<file path="src/design/earliest_deadline_task_scheduler_defines.svh">
// Assertion helpers shared by the scheduler RTL.
`ifndef EARLIEST_DEADLINE_TASK_SCHEDULER_DEFINES_SVH
`define EARLIEST_DEADLINE_TASK_SCHEDULER_DEFINES_SVH

// Same-cycle implication, checked on every rising clock edge out of reset.
`define EDTS_CHECK_NOW(name, ante, cons, msg) \
    name: assert property (@(posedge clk) disable iff (!rst_n) (ante) |-> (cons)) \
        else $error(msg);

// Next-cycle implication, checked on every rising clock edge out of reset.
`define EDTS_CHECK_NEXT(name, ante, cons, msg) \
    name: assert property (@(posedge clk) disable iff (!rst_n) (ante) |=> (cons)) \
        else $error(msg);

`endif

</file>
<file path="src/design/edts_pkg.sv">
`timescale 1ns / 1ps

package edts_pkg;

    localparam int MAX_PERIODIC_DEF  = 8;
    localparam int MAX_APERIODIC_DEF = 8;
    localparam int TIME_BITS_DEF     = 16;

    localparam int WORK_W     = 16;
    localparam int SLOT_W     = 3;
    localparam int COUNT_W    = 4;
    localparam int CFG_W      = 16;
    localparam int CFG_IDX_W  = 2;
    localparam int MISS_W     = 8;
    localparam int CODE_W     = 2;
    localparam int IN_DATA_W  = 40;
    localparam int IN_USER_W  = 2;
    localparam int OUT_DATA_W = 56;

    localparam logic [CFG_IDX_W-1:0] REG_PERIODIC_COUNT   = 2'd0;
    localparam logic [CFG_IDX_W-1:0] REG_APERIODIC_COUNT  = 2'd1;
    localparam logic [CFG_IDX_W-1:0] REG_SIM_LENGTH       = 2'd2;
    localparam logic [CFG_IDX_W-1:0] REG_APERIODIC_WINDOW = 2'd3;

    localparam logic [CFG_W-1:0] SIM_LENGTH_RESET       = 16'hFFFF;
    localparam logic [CFG_W-1:0] APERIODIC_WINDOW_RESET = 16'd500;

    localparam logic ACT_TICK = 1'b0;
    localparam logic ACT_LOAD = 1'b1;

    localparam logic [CODE_W-1:0] SW_SAME   = 2'd0;
    localparam logic [CODE_W-1:0] SW_FIRST  = 2'd1;
    localparam logic [CODE_W-1:0] SW_IDLE   = 2'd2;
    localparam logic [CODE_W-1:0] SW_SWITCH = 2'd3;

    localparam logic [1:0] PREV_PENDING = 2'd0;
    localparam logic [1:0] PREV_IDLE    = 2'd1;
    localparam logic [1:0] PREV_TASK    = 2'd2;

endpackage

</file>
<file path="src/design/earliest_deadline_task_scheduler.sv">
`timescale 1ns / 1ps
// Channel   | Signals                                  | Beat content
// ----------+------------------------------------------+-------------------------------------
// input     | s_axis_tvalid/tready/tdata/tuser         | one load or one tick item
// output    | m_axis_tvalid/tready/tdata               | one result per tick inside the run
// config    | cfg_valid/cfg_ready/cfg_index/cfg_data   | one register write
//
// A tick walks the periodic table and then the aperiodic table through one read port each,
// one slot per cycle, then updates the work left of the chosen task, if any, and reads
// the work left of the task that ran before it.
// A periodic load runs a bit-serial remainder of the tick number; an aperiodic load is
// written straight from idle. Reset clears control state and active bits only.
// A stalled output holds the finished result; the next item is taken meanwhile.

`include "earliest_deadline_task_scheduler_defines.svh"

module earliest_deadline_task_scheduler #(
    parameter int MAX_PERIODIC  = edts_pkg::MAX_PERIODIC_DEF,
    parameter int MAX_APERIODIC = edts_pkg::MAX_APERIODIC_DEF,
    parameter int TIME_BITS     = edts_pkg::TIME_BITS_DEF
) (
    input  logic                            clk,
    input  logic                            rst_n,
    input  logic                            s_axis_tvalid,
    output logic                            s_axis_tready,
    // slot_index, work_amount, period_or_release, zero pad
    input  logic [edts_pkg::IN_DATA_W-1:0]  s_axis_tdata,
    // action, slot_aperiodic
    input  logic [edts_pkg::IN_USER_W-1:0]  s_axis_tuser,
    output logic                            m_axis_tvalid,
    input  logic                            m_axis_tready,
    // tick_time, run_valid, run_aperiodic, run_slot, switch_code, preempt_valid,
    // preempt_aperiodic, preempt_slot, preempt_left, finish_valid, miss_mask, zero pad
    output logic [edts_pkg::OUT_DATA_W-1:0] m_axis_tdata,
    input  logic                            cfg_valid,
    output logic                            cfg_ready,
    input  logic [edts_pkg::CFG_IDX_W-1:0]  cfg_index,
    input  logic [edts_pkg::CFG_W-1:0]      cfg_data
);

    localparam int W    = edts_pkg::WORK_W;
    localparam int PIW  = (MAX_PERIODIC > 1) ? $clog2(MAX_PERIODIC) : 1;
    localparam int AIW  = (MAX_APERIODIC > 1) ? $clog2(MAX_APERIODIC) : 1;
    localparam int MAXN = (MAX_PERIODIC > MAX_APERIODIC) ? MAX_PERIODIC : MAX_APERIODIC;
    localparam int SLW  = (PIW > AIW) ? PIW : AIW;
    localparam int SCW  = $clog2(MAXN + 1);
    localparam int DW   = TIME_BITS + 1;
    localparam int CW   = (DW > W + 1) ? DW : W + 1;
    localparam int TCW  = $clog2(TIME_BITS);

    localparam logic [3:0] ST_IDLE    = 4'd0;
    localparam logic [3:0] ST_DIV     = 4'd1;
    localparam logic [3:0] ST_SCAN_P  = 4'd2;
    localparam logic [3:0] ST_SCAN_A  = 4'd3;
    localparam logic [3:0] ST_EXEC_RD = 4'd4;
    localparam logic [3:0] ST_EXEC_WR = 4'd5;
    localparam logic [3:0] ST_PRE_RD  = 4'd6;
    localparam logic [3:0] ST_PRE_CHK = 4'd7;
    localparam logic [3:0] ST_DONE    = 4'd8;

    typedef struct packed {
        logic [W-1:0]  work;
        logic [W-1:0]  period;
        logic [W-1:0]  left;
        logic [W-1:0]  rem;
        logic [DW-1:0] deadline;
    } pent_t;

    typedef struct packed {
        logic [W-1:0] work;
        logic [W-1:0] rel_tick;
        logic [W-1:0] left;
    } aent_t;

    // Memories
    pent_t pmem [MAX_PERIODIC];
    aent_t amem [MAX_APERIODIC];
    pent_t p_rdata;
    aent_t a_rdata;
    logic  p_we, a_we;
    logic [PIW-1:0] p_waddr, p_raddr;
    logic [AIW-1:0] a_waddr, a_raddr;
    pent_t p_wdata;
    aent_t a_wdata;

    // Control registers
    logic [3:0]                  state_reg, state_next;
    logic [edts_pkg::COUNT_W-1:0] np_cnt_reg, np_cnt_next, na_cnt_reg, na_cnt_next;
    logic [edts_pkg::CFG_W-1:0]  sim_len_reg, sim_len_next, win_reg, win_next;
    logic [TIME_BITS-1:0]        tick_reg, tick_next;
    logic [MAX_PERIODIC-1:0]     pact_reg, pact_next;
    logic [MAX_APERIODIC-1:0]    aact_reg, aact_next;
    logic [1:0]                  prev_mode_reg, prev_mode_next;
    logic                        prev_aper_reg, prev_aper_next;
    logic [SLW-1:0]              prev_slot_reg, prev_slot_next;
    logic [SCW-1:0]              scan_reg, scan_next, proc_reg, proc_next;
    logic                        proc_v_reg, proc_v_next;
    logic                        found_reg, found_next;
    logic                        ch_aper_reg, ch_aper_next;
    logic [SLW-1:0]              ch_slot_reg, ch_slot_next;
    logic [CW-1:0]               best_reg, best_next;
    logic [edts_pkg::MISS_W-1:0] miss_reg, miss_next;
    logic                        fin_reg, fin_next;
    logic                        pre_v_reg, pre_v_next;
    logic [W-1:0]                pre_left_reg, pre_left_next;
    logic [TCW-1:0]              div_cnt_reg, div_cnt_next;
    logic                        m_valid_reg, m_valid_next;

    // Payload registers
    logic [edts_pkg::SLOT_W-1:0]     ld_slot_reg;
    logic [W-1:0]                    ld_work_reg, ld_por_reg;
    logic [W-1:0]                    div_rem_reg, div_rem_next;
    logic [edts_pkg::OUT_DATA_W-1:0] m_data_reg;

    // Input unpacking
    logic                        in_action, in_aper;
    logic [edts_pkg::SLOT_W-1:0] in_slot;
    logic [W-1:0]                in_work, in_por;
    logic                        s_accept;

    // Scan and result helpers
    logic                        p_inuse, p_rel, p_act;
    logic [DW-1:0]               p_dl;
    logic [W-1:0]                p_rem_inc;
    logic [TIME_BITS-1:0]        tick_inc;
    logic                        a_inuse, a_act;
    logic [W:0]                  a_sum, a_dl;
    logic [W:0]                  div_t;
    logic [W-1:0]                exec_left, pre_left_rd;
    logic                        same_task;
    logic [edts_pkg::CODE_W-1:0] res_code;
    logic                        done_load;
    logic [edts_pkg::OUT_DATA_W-1:0] res_word;

    assign in_action = s_axis_tuser[0];
    assign in_aper   = s_axis_tuser[1];
    assign in_slot   = s_axis_tdata[2:0];
    assign in_work   = s_axis_tdata[18:3];
    assign in_por    = s_axis_tdata[34:19];

    assign s_axis_tready = (state_reg == ST_IDLE);
    assign s_accept      = s_axis_tvalid && s_axis_tready;
    assign cfg_ready     = 1'b1;
    assign m_axis_tvalid = m_valid_reg;
    assign m_axis_tdata  = m_data_reg;

    assign tick_inc  = tick_reg + 1'b1;
    assign done_load = (state_reg == ST_DONE) && (!m_valid_reg || m_axis_tready);

    // Entries under scan after their release checks, the divider step and the work left.
    always_comb
    begin
        p_inuse   = int'(proc_reg) < int'(np_cnt_reg);
        p_rel     = p_inuse && (p_rdata.period != '0) && (p_rdata.rem == '0);
        p_act     = p_rel || pact_reg[PIW'(proc_reg)];
        p_dl      = p_rel ? (DW'(tick_reg) + DW'(p_rdata.period)) : p_rdata.deadline;
        p_rem_inc = p_rdata.rem + 1'b1;
        a_inuse   = int'(proc_reg) < int'(na_cnt_reg);
        a_act     = aact_reg[AIW'(proc_reg)] ||
                    (a_inuse && (CW'(tick_reg) >= CW'(a_rdata.rel_tick)) &&
                     (a_rdata.left != '0));
        a_sum     = (W+1)'(a_rdata.rel_tick) + (W+1)'(win_reg);
        a_dl      = (a_sum < (W+1)'(sim_len_reg)) ? a_sum : (W+1)'(sim_len_reg);
        div_t     = {div_rem_reg, tick_reg[div_cnt_reg]};
        if (div_t >= {1'b0, ld_por_reg})
        begin
            div_t = div_t - {1'b0, ld_por_reg};
        end
        exec_left   = ch_aper_reg ? a_rdata.left : p_rdata.left;
        if (exec_left != '0)
        begin
            exec_left = exec_left - 1'b1;
        end
        pre_left_rd = prev_aper_reg ? a_rdata.left : p_rdata.left;
    end

    // Switch classification and result word.
    always_comb
    begin
        case (prev_mode_reg)
            edts_pkg::PREV_IDLE: same_task = !found_reg;
            edts_pkg::PREV_TASK: same_task = found_reg && (prev_aper_reg == ch_aper_reg) &&
                                             (prev_slot_reg == ch_slot_reg);
            default:             same_task = 1'b0;
        endcase
        if (prev_mode_reg == edts_pkg::PREV_PENDING)
        begin
            res_code = edts_pkg::SW_FIRST;
        end
        else if (same_task)
        begin
            res_code = edts_pkg::SW_SAME;
        end
        else if (!found_reg)
        begin
            res_code = edts_pkg::SW_IDLE;
        end
        else
        begin
            res_code = edts_pkg::SW_SWITCH;
        end
        res_word = {3'b000,
                    miss_reg,
                    fin_reg,
                    pre_v_reg ? pre_left_reg : {W{1'b0}},
                    pre_v_reg ? 3'(prev_slot_reg) : 3'b000,
                    pre_v_reg && prev_aper_reg,
                    pre_v_reg,
                    res_code,
                    found_reg ? 3'(ch_slot_reg) : 3'b000,
                    found_reg && ch_aper_reg,
                    found_reg,
                    16'(tick_reg)};
    end

    always_comb
    begin
        state_next     = state_reg;
        np_cnt_next    = np_cnt_reg;
        na_cnt_next    = na_cnt_reg;
        sim_len_next   = sim_len_reg;
        win_next       = win_reg;
        tick_next      = tick_reg;
        pact_next      = pact_reg;
        aact_next      = aact_reg;
        prev_mode_next = prev_mode_reg;
        prev_aper_next = prev_aper_reg;
        prev_slot_next = prev_slot_reg;
        scan_next      = scan_reg;
        proc_next      = proc_reg;
        proc_v_next    = proc_v_reg;
        found_next     = found_reg;
        ch_aper_next   = ch_aper_reg;
        ch_slot_next   = ch_slot_reg;
        best_next      = best_reg;
        miss_next      = miss_reg;
        fin_next       = fin_reg;
        pre_v_next     = pre_v_reg;
        pre_left_next  = pre_left_reg;
        div_cnt_next   = div_cnt_reg;
        div_rem_next   = div_rem_reg;
        m_valid_next   = m_valid_reg && !m_axis_tready;
        p_we    = 1'b0;
        p_waddr = '0;
        p_wdata = p_rdata;
        p_raddr = '0;
        a_we    = 1'b0;
        a_waddr = '0;
        a_wdata = a_rdata;
        a_raddr = '0;

        if (cfg_valid)
        begin
            case (cfg_index)
                edts_pkg::REG_PERIODIC_COUNT:   np_cnt_next  = cfg_data[edts_pkg::COUNT_W-1:0];
                edts_pkg::REG_APERIODIC_COUNT:  na_cnt_next  = cfg_data[edts_pkg::COUNT_W-1:0];
                edts_pkg::REG_SIM_LENGTH:       sim_len_next = cfg_data;
                edts_pkg::REG_APERIODIC_WINDOW: win_next     = cfg_data;
                default:                        win_next     = win_reg;
            endcase
        end

        case (state_reg)
            ST_IDLE:
            begin
                if (s_accept)
                begin
                    if (in_action == edts_pkg::ACT_LOAD)
                    begin
                        if (!in_aper)
                        begin
                            if (int'(in_slot) < MAX_PERIODIC)
                            begin
                                div_rem_next = '0;
                                div_cnt_next = TCW'(TIME_BITS - 1);
                                state_next   = ST_DIV;
                            end
                        end
                        else if (int'(in_slot) < MAX_APERIODIC)
                        begin
                            a_we             = 1'b1;
                            a_waddr          = AIW'(in_slot);
                            a_wdata.work     = in_work;
                            a_wdata.rel_tick = in_por;
                            a_wdata.left     = in_work;
                            aact_next[AIW'(in_slot)] = 1'b0;
                        end
                    end
                    else if (CW'(tick_reg) < CW'(sim_len_reg))
                    begin
                        scan_next  = '0;
                        proc_v_next = 1'b0;
                        found_next = 1'b0;
                        ch_aper_next = 1'b0;
                        ch_slot_next = '0;
                        best_next  = '0;
                        miss_next  = '0;
                        fin_next   = 1'b0;
                        state_next = ST_SCAN_P;
                    end
                end
            end

            // One remainder bit per cycle, most significant tick bit first.
            ST_DIV:
            begin
                div_rem_next = div_t[W-1:0];
                if (div_cnt_reg == '0)
                begin
                    p_we             = 1'b1;
                    p_waddr          = PIW'(ld_slot_reg);
                    p_wdata.work     = ld_work_reg;
                    p_wdata.period   = ld_por_reg;
                    p_wdata.left     = ld_work_reg;
                    p_wdata.rem      = div_t[W-1:0];
                    p_wdata.deadline = '0;
                    pact_next[PIW'(ld_slot_reg)] = 1'b0;
                    state_next = ST_IDLE;
                end
                else
                begin
                    div_cnt_next = div_cnt_reg - 1'b1;
                end
            end

            // Read slot scan_reg while slot proc_reg is released, chosen and written back.
            ST_SCAN_P:
            begin
                p_raddr     = PIW'(scan_reg);
                proc_next   = scan_reg;
                proc_v_next = 1'b1;
                scan_next   = scan_reg + 1'b1;
                if (proc_v_reg)
                begin
                    p_we    = 1'b1;
                    p_waddr = PIW'(proc_reg);
                    if (p_rel)
                    begin
                        p_wdata.left     = p_rdata.work;
                        p_wdata.deadline = p_dl;
                        if (pact_reg[PIW'(proc_reg)] && (p_rdata.left != '0) &&
                            (int'(proc_reg) < edts_pkg::MISS_W))
                        begin
                            miss_next[3'(proc_reg)] = 1'b1;
                        end
                    end
                    // The tick after a wrap restarts every phase at zero.
                    if ((tick_inc == '0) || (p_rem_inc == p_rdata.period))
                    begin
                        p_wdata.rem = '0;
                    end
                    else
                    begin
                        p_wdata.rem = p_rem_inc;
                    end
                    pact_next[PIW'(proc_reg)] = p_act;
                    if (p_inuse && p_act && (!found_reg || (CW'(p_dl) < best_reg)))
                    begin
                        found_next   = 1'b1;
                        ch_aper_next = 1'b0;
                        ch_slot_next = SLW'(proc_reg);
                        best_next    = CW'(p_dl);
                    end
                end
                if (scan_reg == SCW'(MAX_PERIODIC))
                begin
                    scan_next   = '0;
                    proc_v_next = 1'b0;
                    state_next  = ST_SCAN_A;
                end
            end

            ST_SCAN_A:
            begin
                a_raddr     = AIW'(scan_reg);
                proc_next   = scan_reg;
                proc_v_next = 1'b1;
                scan_next   = scan_reg + 1'b1;
                if (proc_v_reg)
                begin
                    aact_next[AIW'(proc_reg)] = a_act;
                    if (a_inuse && a_act && (!found_reg || (CW'(a_dl) < best_reg)))
                    begin
                        found_next   = 1'b1;
                        ch_aper_next = 1'b1;
                        ch_slot_next = SLW'(proc_reg);
                        best_next    = CW'(a_dl);
                    end
                end
                if (scan_reg == SCW'(MAX_APERIODIC))
                begin
                    proc_v_next = 1'b0;
                    state_next  = ST_EXEC_RD;
                end
            end

            ST_EXEC_RD:
            begin
                p_raddr    = PIW'(ch_slot_reg);
                a_raddr    = AIW'(ch_slot_reg);
                state_next = found_reg ? ST_EXEC_WR : ST_PRE_RD;
            end

            ST_EXEC_WR:
            begin
                if (ch_aper_reg)
                begin
                    a_we         = 1'b1;
                    a_waddr      = AIW'(ch_slot_reg);
                    a_wdata.left = exec_left;
                end
                else
                begin
                    p_we         = 1'b1;
                    p_waddr      = PIW'(ch_slot_reg);
                    p_wdata.left = exec_left;
                end
                if (exec_left == '0)
                begin
                    fin_next = 1'b1;
                    if (ch_aper_reg)
                    begin
                        aact_next[AIW'(ch_slot_reg)] = 1'b0;
                    end
                    else
                    begin
                        pact_next[PIW'(ch_slot_reg)] = 1'b0;
                    end
                end
                state_next = ST_PRE_RD;
            end

            ST_PRE_RD:
            begin
                p_raddr = PIW'(prev_slot_reg);
                a_raddr = AIW'(prev_slot_reg);
                if ((prev_mode_reg == edts_pkg::PREV_TASK) && !same_task)
                begin
                    state_next = ST_PRE_CHK;
                end
                else
                begin
                    pre_v_next    = 1'b0;
                    pre_left_next = '0;
                    state_next    = ST_DONE;
                end
            end

            ST_PRE_CHK:
            begin
                pre_left_next = pre_left_rd;
                pre_v_next    = (pre_left_rd != '0);
                state_next    = ST_DONE;
            end

            ST_DONE:
            begin
                if (done_load)
                begin
                    m_valid_next   = 1'b1;
                    prev_mode_next = found_reg ? edts_pkg::PREV_TASK : edts_pkg::PREV_IDLE;
                    prev_aper_next = found_reg && ch_aper_reg;
                    prev_slot_next = found_reg ? ch_slot_reg : '0;
                    tick_next      = tick_inc;
                    state_next     = ST_IDLE;
                end
            end

            default:
            begin
                state_next = ST_IDLE;
            end
        endcase
    end

    always_ff @(posedge clk)
    begin
        if (p_we)
        begin
            pmem[p_waddr] <= p_wdata;
        end
        p_rdata <= pmem[p_raddr];
    end

    always_ff @(posedge clk)
    begin
        if (a_we)
        begin
            amem[a_waddr] <= a_wdata;
        end
        a_rdata <= amem[a_raddr];
    end

    always_ff @(posedge clk)
    begin
        if (s_accept)
        begin
            ld_slot_reg <= in_slot;
            ld_work_reg <= in_work;
            ld_por_reg  <= in_por;
        end
        div_rem_reg <= div_rem_next;
        if (done_load)
        begin
            m_data_reg <= res_word;
        end
    end

    always_ff @(posedge clk or negedge rst_n)
    begin
        if (!rst_n)
        begin
            state_reg     <= ST_IDLE;
            np_cnt_reg    <= '0;
            na_cnt_reg    <= '0;
            sim_len_reg   <= edts_pkg::SIM_LENGTH_RESET;
            win_reg       <= edts_pkg::APERIODIC_WINDOW_RESET;
            tick_reg      <= '0;
            pact_reg      <= '0;
            aact_reg      <= '0;
            prev_mode_reg <= edts_pkg::PREV_PENDING;
            prev_aper_reg <= 1'b0;
            prev_slot_reg <= '0;
            scan_reg      <= '0;
            proc_reg      <= '0;
            proc_v_reg    <= 1'b0;
            found_reg     <= 1'b0;
            ch_aper_reg   <= 1'b0;
            ch_slot_reg   <= '0;
            best_reg      <= '0;
            miss_reg      <= '0;
            fin_reg       <= 1'b0;
            pre_v_reg     <= 1'b0;
            pre_left_reg  <= '0;
            div_cnt_reg   <= '0;
            m_valid_reg   <= 1'b0;
        end
        else
        begin
            state_reg     <= state_next;
            np_cnt_reg    <= np_cnt_next;
            na_cnt_reg    <= na_cnt_next;
            sim_len_reg   <= sim_len_next;
            win_reg       <= win_next;
            tick_reg      <= tick_next;
            pact_reg      <= pact_next;
            aact_reg      <= aact_next;
            prev_mode_reg <= prev_mode_next;
            prev_aper_reg <= prev_aper_next;
            prev_slot_reg <= prev_slot_next;
            scan_reg      <= scan_next;
            proc_reg      <= proc_next;
            proc_v_reg    <= proc_v_next;
            found_reg     <= found_next;
            ch_aper_reg   <= ch_aper_next;
            ch_slot_reg   <= ch_slot_next;
            best_reg      <= best_next;
            miss_reg      <= miss_next;
            fin_reg       <= fin_next;
            pre_v_reg     <= pre_v_next;
            pre_left_reg  <= pre_left_next;
            div_cnt_reg   <= div_cnt_next;
            m_valid_reg   <= m_valid_next;
        end
    end

    `EDTS_CHECK_NEXT(a_tick_step, done_load, tick_reg == TIME_BITS'($past(tick_reg) + 1'b1), "tick did not advance by one with a result beat")
    `EDTS_CHECK_NOW(a_idle_code, done_load && !found_reg, res_code != edts_pkg::SW_SWITCH, "switch reported on an idle tick")
    `EDTS_CHECK_NOW(a_preempt_code, done_load && pre_v_reg, (res_code == edts_pkg::SW_IDLE) || (res_code == edts_pkg::SW_SWITCH), "preemption without a change of task")
    `EDTS_CHECK_NOW(a_finish_clears, done_load && fin_reg, !(ch_aper_reg ? aact_reg[AIW'(ch_slot_reg)] : pact_reg[PIW'(ch_slot_reg)]), "finished task still active")

endmodule
</file>
<file path="config.mk">
export PLATFORM = sky130hd
export DESIGN_NAME = earliest_deadline_task_scheduler
export DESIGN_NICKNAME = d
export VERILOG_FILES = /design/src/design/edts_pkg.sv /design/src/design/earliest_deadline_task_scheduler.sv
export VERILOG_INCLUDE_DIRS = /design/src /design/src/design
export SDC_FILE = /design/constraint.sdc
export NUM_CORES = 2
export LEC_CHECK = 0
export BUFFER_PORTS_ARGS = -buffer_cell sky130_fd_sc_hd__buf_2
export CORE_ASPECT_RATIO = 0.8
export CORE_MARGIN = 4
export CORE_UTILIZATION = 25
export CTS_CLUSTER_SIZE = 14
export DETAILED_ROUTE_END_ITERATION = 7
export PLACE_DENSITY = 0.47
export SETUP_SLACK_MARGIN = 0.4
export SKIP_LAST_GASP = 1
export SYNTH_ARGS = -nofsm -noshare
export SYNTH_HDL_FRONTEND = slang
export SYNTH_SLANG_ARGS = --single-unit
export TNS_END_PERCENT = 30
</file>
<file path="constraint.sdc">
create_clock -name clk -period 7.24 [get_ports clk]
set_clock_uncertainty 0.1 [all_clocks]
set_input_delay 2.172 -clock clk [delete_from_list [all_inputs] [get_ports clk]]
set_output_delay 2.172 -clock clk [all_outputs]
set_load 0.01 [all_outputs]
</file>
==> impl_metrics.toml <==
[hold_path]
hold_path_class = "reg2reg"

[sta]
hold_violations = 0
tightest_slew_ns = 1.36
rsz0062_at_grt = "no"
fin_crit_sh_pct = 90.9
drv_slew = 0
fmax_mhz = 152
period_needed_ns = 6.58
tns_ns = 0
hold-worst-slack_ns = 0.359
setup_viol = 0
slew_headroom_pct = 8.36

[cells_and_area]
largest-register = "pmem"
fillerInstances = 23300
final_area_um2 = 65500
drive_above_1_share_pct = 11.1
syn2layout_area_growth_pct = 15.2
fin_nets = 5383
largest_register_ffs = 648
top_regs = "pmem x648, amem x256, p_rdata x81"
final_core_util_pct = 29.0

[clock_tree]
cts_max_level = 3
cts_buffers = 120
cts_num_sinks = 1265
insertion_delay_ns = 0.76
path_clk_slew_ns = 0.07
cts_tree = "built"
root_buffer = "clkbuf_16"
ctsHoldBuffers = 0
cts_buffer_depth = 3

[floorplan]
ioPinCount = 124
die_w_um = 541
row_count = 156
dieArea_um2 = 235000
dieHeight_um = 435
core_um2 = 226000
initial_core_util_pct = 25.2

[yosys]
syn_area_um2 = 56900
yosys_warnings = 0
syn_inst = 5108
synth_edf_count = 1008
yosysSeqAreaShare_pct = 63.6
synth_cell_types = 89
synthArstFlopShare_pct = 11.4
synthFlopType = "edfxtp_1"
syn_area_per_cell_um2 = 11.1
ys_ff_latch = 1265

[grt]
grt_max_degree = 163
overflow = 0
grt_pass1_vias = 37600
grt_usage_pct = 14.6
antenna_found_initial = 8
grt_pass1_wl_um = 261000

[status]
status = "finished, final reports clean"

[setup_path]
crit_type = "reg2reg"
worstPathMaxFanout = 7
r2r_setup_slack_ns = 0.66
worstSetupStartpointType = "flop"
arrival_ns = 7.13
cp.required_ns = 7.79
cp-end-kind = "flop"

[detailed_routing]
routed_wl_um = 178000
dr.pass1.iters = 6
drtIter0Drc = 3852
via_per_inst = 4.78
final_antenna_net_count = 0
num_vias = 39600
drc = 0
wl_per_cell_um = 21.4

[placement]
hpwl_um = 110000
io_buffer_count = 114
placed_area_um2 = 61300
gp_congestion = 0.854

[pwr]
p_sw_share_pct = 41.0
total_power_mw = 31.3
internal_power_mw = 18.5
p_comb_share_pct = 41.2
clkPwrFrac_pct = 20.9
power_leakage_nw = 24.3
switchingPower_mw = 12.8
pwr-share-seq_pct = 37.9
vdd_drop_max_uv = 368
cellPowerDensity_nw_per_um2 = 477

[job]
max_cap_violations = 0
[metrics by stage]
step | setup WS, ns | cells
after detailed placement | 0.389 | 8048
after global routing | 0.391 | 8281
final | 0.658 | 8287
after CTS | 0.524 | 8274
after global placement | 0.353 | 8048
after floorplan | 0.800 | 5111
[area by class of cell]
type                       instances  area, um^2  share of cell area, %
inverter                         115         434                  0.663
timing repair buffer             221        1620                   2.47
multi-input combinational       3450       19500                   29.8
tap                             3002        3760                   5.74
clock inverter                    55         621                  0.948
antenna                            8        20.0                 0.0306
clock buffer                     171        3390                   5.18
sequential                      1265       36200                   55.2
[cell usage after synthesis, drive strengths merged (19+ instances only)]
| cell type | count | area (um^2) |
|---|---|---|
| and2 | 39 | 246 |
| inv | 114 | 428 |
| edfxtp | 1008 | 30300 |
| and3 | 19 | 119 |
| mux2 | 81 | 912 |
| nor4 | 22 | 168 |
| xor2 | 22 | 193 |
| nor3 | 37 | 185 |
| a21oi | 136 | 684 |
| nand3 | 639 | 3210 |
| ha | 142 | 1780 |
| dfrtp | 122 | 3050 |
| a21o | 48 | 360 |
| a22oi | 23 | 173 |
| a22o | 29 | 254 |
| o21ai | 268 | 1360 |
| xnor2 | 67 | 587 |
| o21a | 25 | 188 |
| dfstp | 22 | 578 |
| nand4 | 26 | 163 |
| mux2i | 65 | 651 |
| dfxtp | 113 | 2260 |
| clkbuf | 226 | 848 |
| nor2 | 172 | 648 |
| nand2b | 23 | 144 |
| buf | 55 | 267 |
| nand2 | 1288 | 4830 |
[cells in the final DEF, fill, tap and decap left out, types with 114 or more instances in the layout]
| cell | count |
|---|---|
| ha_1 | 142 |
| edfxtp_1 | 1008 |
| nand3_1 | 637 |
| nor2_1 | 153 |
| clkbuf_16 | 122 |
| dfrtp_1 | 121 |
| inv_1 | 114 |
| o21ai_0 | 257 |
| nand2_1 | 1288 |
| a21oi_1 | 126 |
[worst paths after layout]
path | from | endpoint | cells after the start
min reg2reg | miss_reg[1] | m_axis_tdata[46] | 0
min | miss_reg[1] | m_axis_tdata[46] | 0
max | win_reg[0] | ch_slot_reg[2] | 26
max reg2reg | win_reg[0] | ch_slot_reg[2] | 26
max in group asynchronous | rst_n | ch_aper_reg | 2
min in group asynchronous | rst_n | pre_left_reg[6] | 1
[cells by family (layout without fill, tap and decap cells)]
family	count (synthesis)	in the layout	share of synthesized area, %
other	2	13	0.0132
AND/OR/NAND/NOR	2349	2349	18.2
adder cells (fa/ha/maj)	145	145	3.23
flip-flops	1265	1265	63.6
buffers and inverters	396	562	2.72
multiplexers	149	149	2.87
XOR/XNOR	89	89	1.37
AO/OA/AOI/OAI	713	713	8.02
[worst max-delay path: stages, from the launching register on]
cell and delay [ns]:
dfrtp_1 0.38, ha_1 0.21, fa_1 0.41, a21o_1 0.23, a221oi_4 0.33, nor3_2 0.13
o41ai_2 0.44, xnor2_1 0.20, ha_1 0.29, a21o_1 0.16, a211o_1 0.28, a221o_1 0.27
a21oi_2 0.16, o21ai_2 0.13, buf_4 0.19, mux2_2 0.31, ha_1 0.31, a21oi_2 0.15
a2bb2oi_2 0.16, a21oi_1 0.09, nor2_1 0.08, o21ai_0 0.17, a221oi_2 0.33, o21ai_2 0.13
a21oi_4 0.26, clkbuf_16 0.23, mux2_2 0.33
[power by group through the flow]
stage | sequential [mW] | clock, mW | combinational, mW
2_1_floorplan | 11.4 | 0 | 8.44
3_3_place_gp | 12.0 | 0 | 12.6
3_5_place_dp | 12.0 | 0 | 12.7
4_1_cts | 11.8 | 6.68 | 12.8
5_1_grt | 12.0 | 6.99 | 14.4
6_report | 11.9 | 6.52 | 12.9
[layer usage]
layer | up-vias | track usage [%] | routed length, um
li1 | 18500 | - | -
met1 | 19700 | 21.9 | 86200
met2 | 1118 | 22.1 | 76900
met3 | 230 | 2.50 | 10600
met4 | 2 | 3.17 | 3890
met5 | - | 0 | 11
[timing repair]
| action | in CTS | in global routing |
|---|---|---|
| setup buffers | 0 | 3 |
| pin swaps | 0 | 5 |
| gates cloned | 0 | 2 |
| setup endpoints to repair | 6 | 21 |
| gates resized for setup | 1 | 12 |
Note: power is estimated with default switching activity, not from simulation.
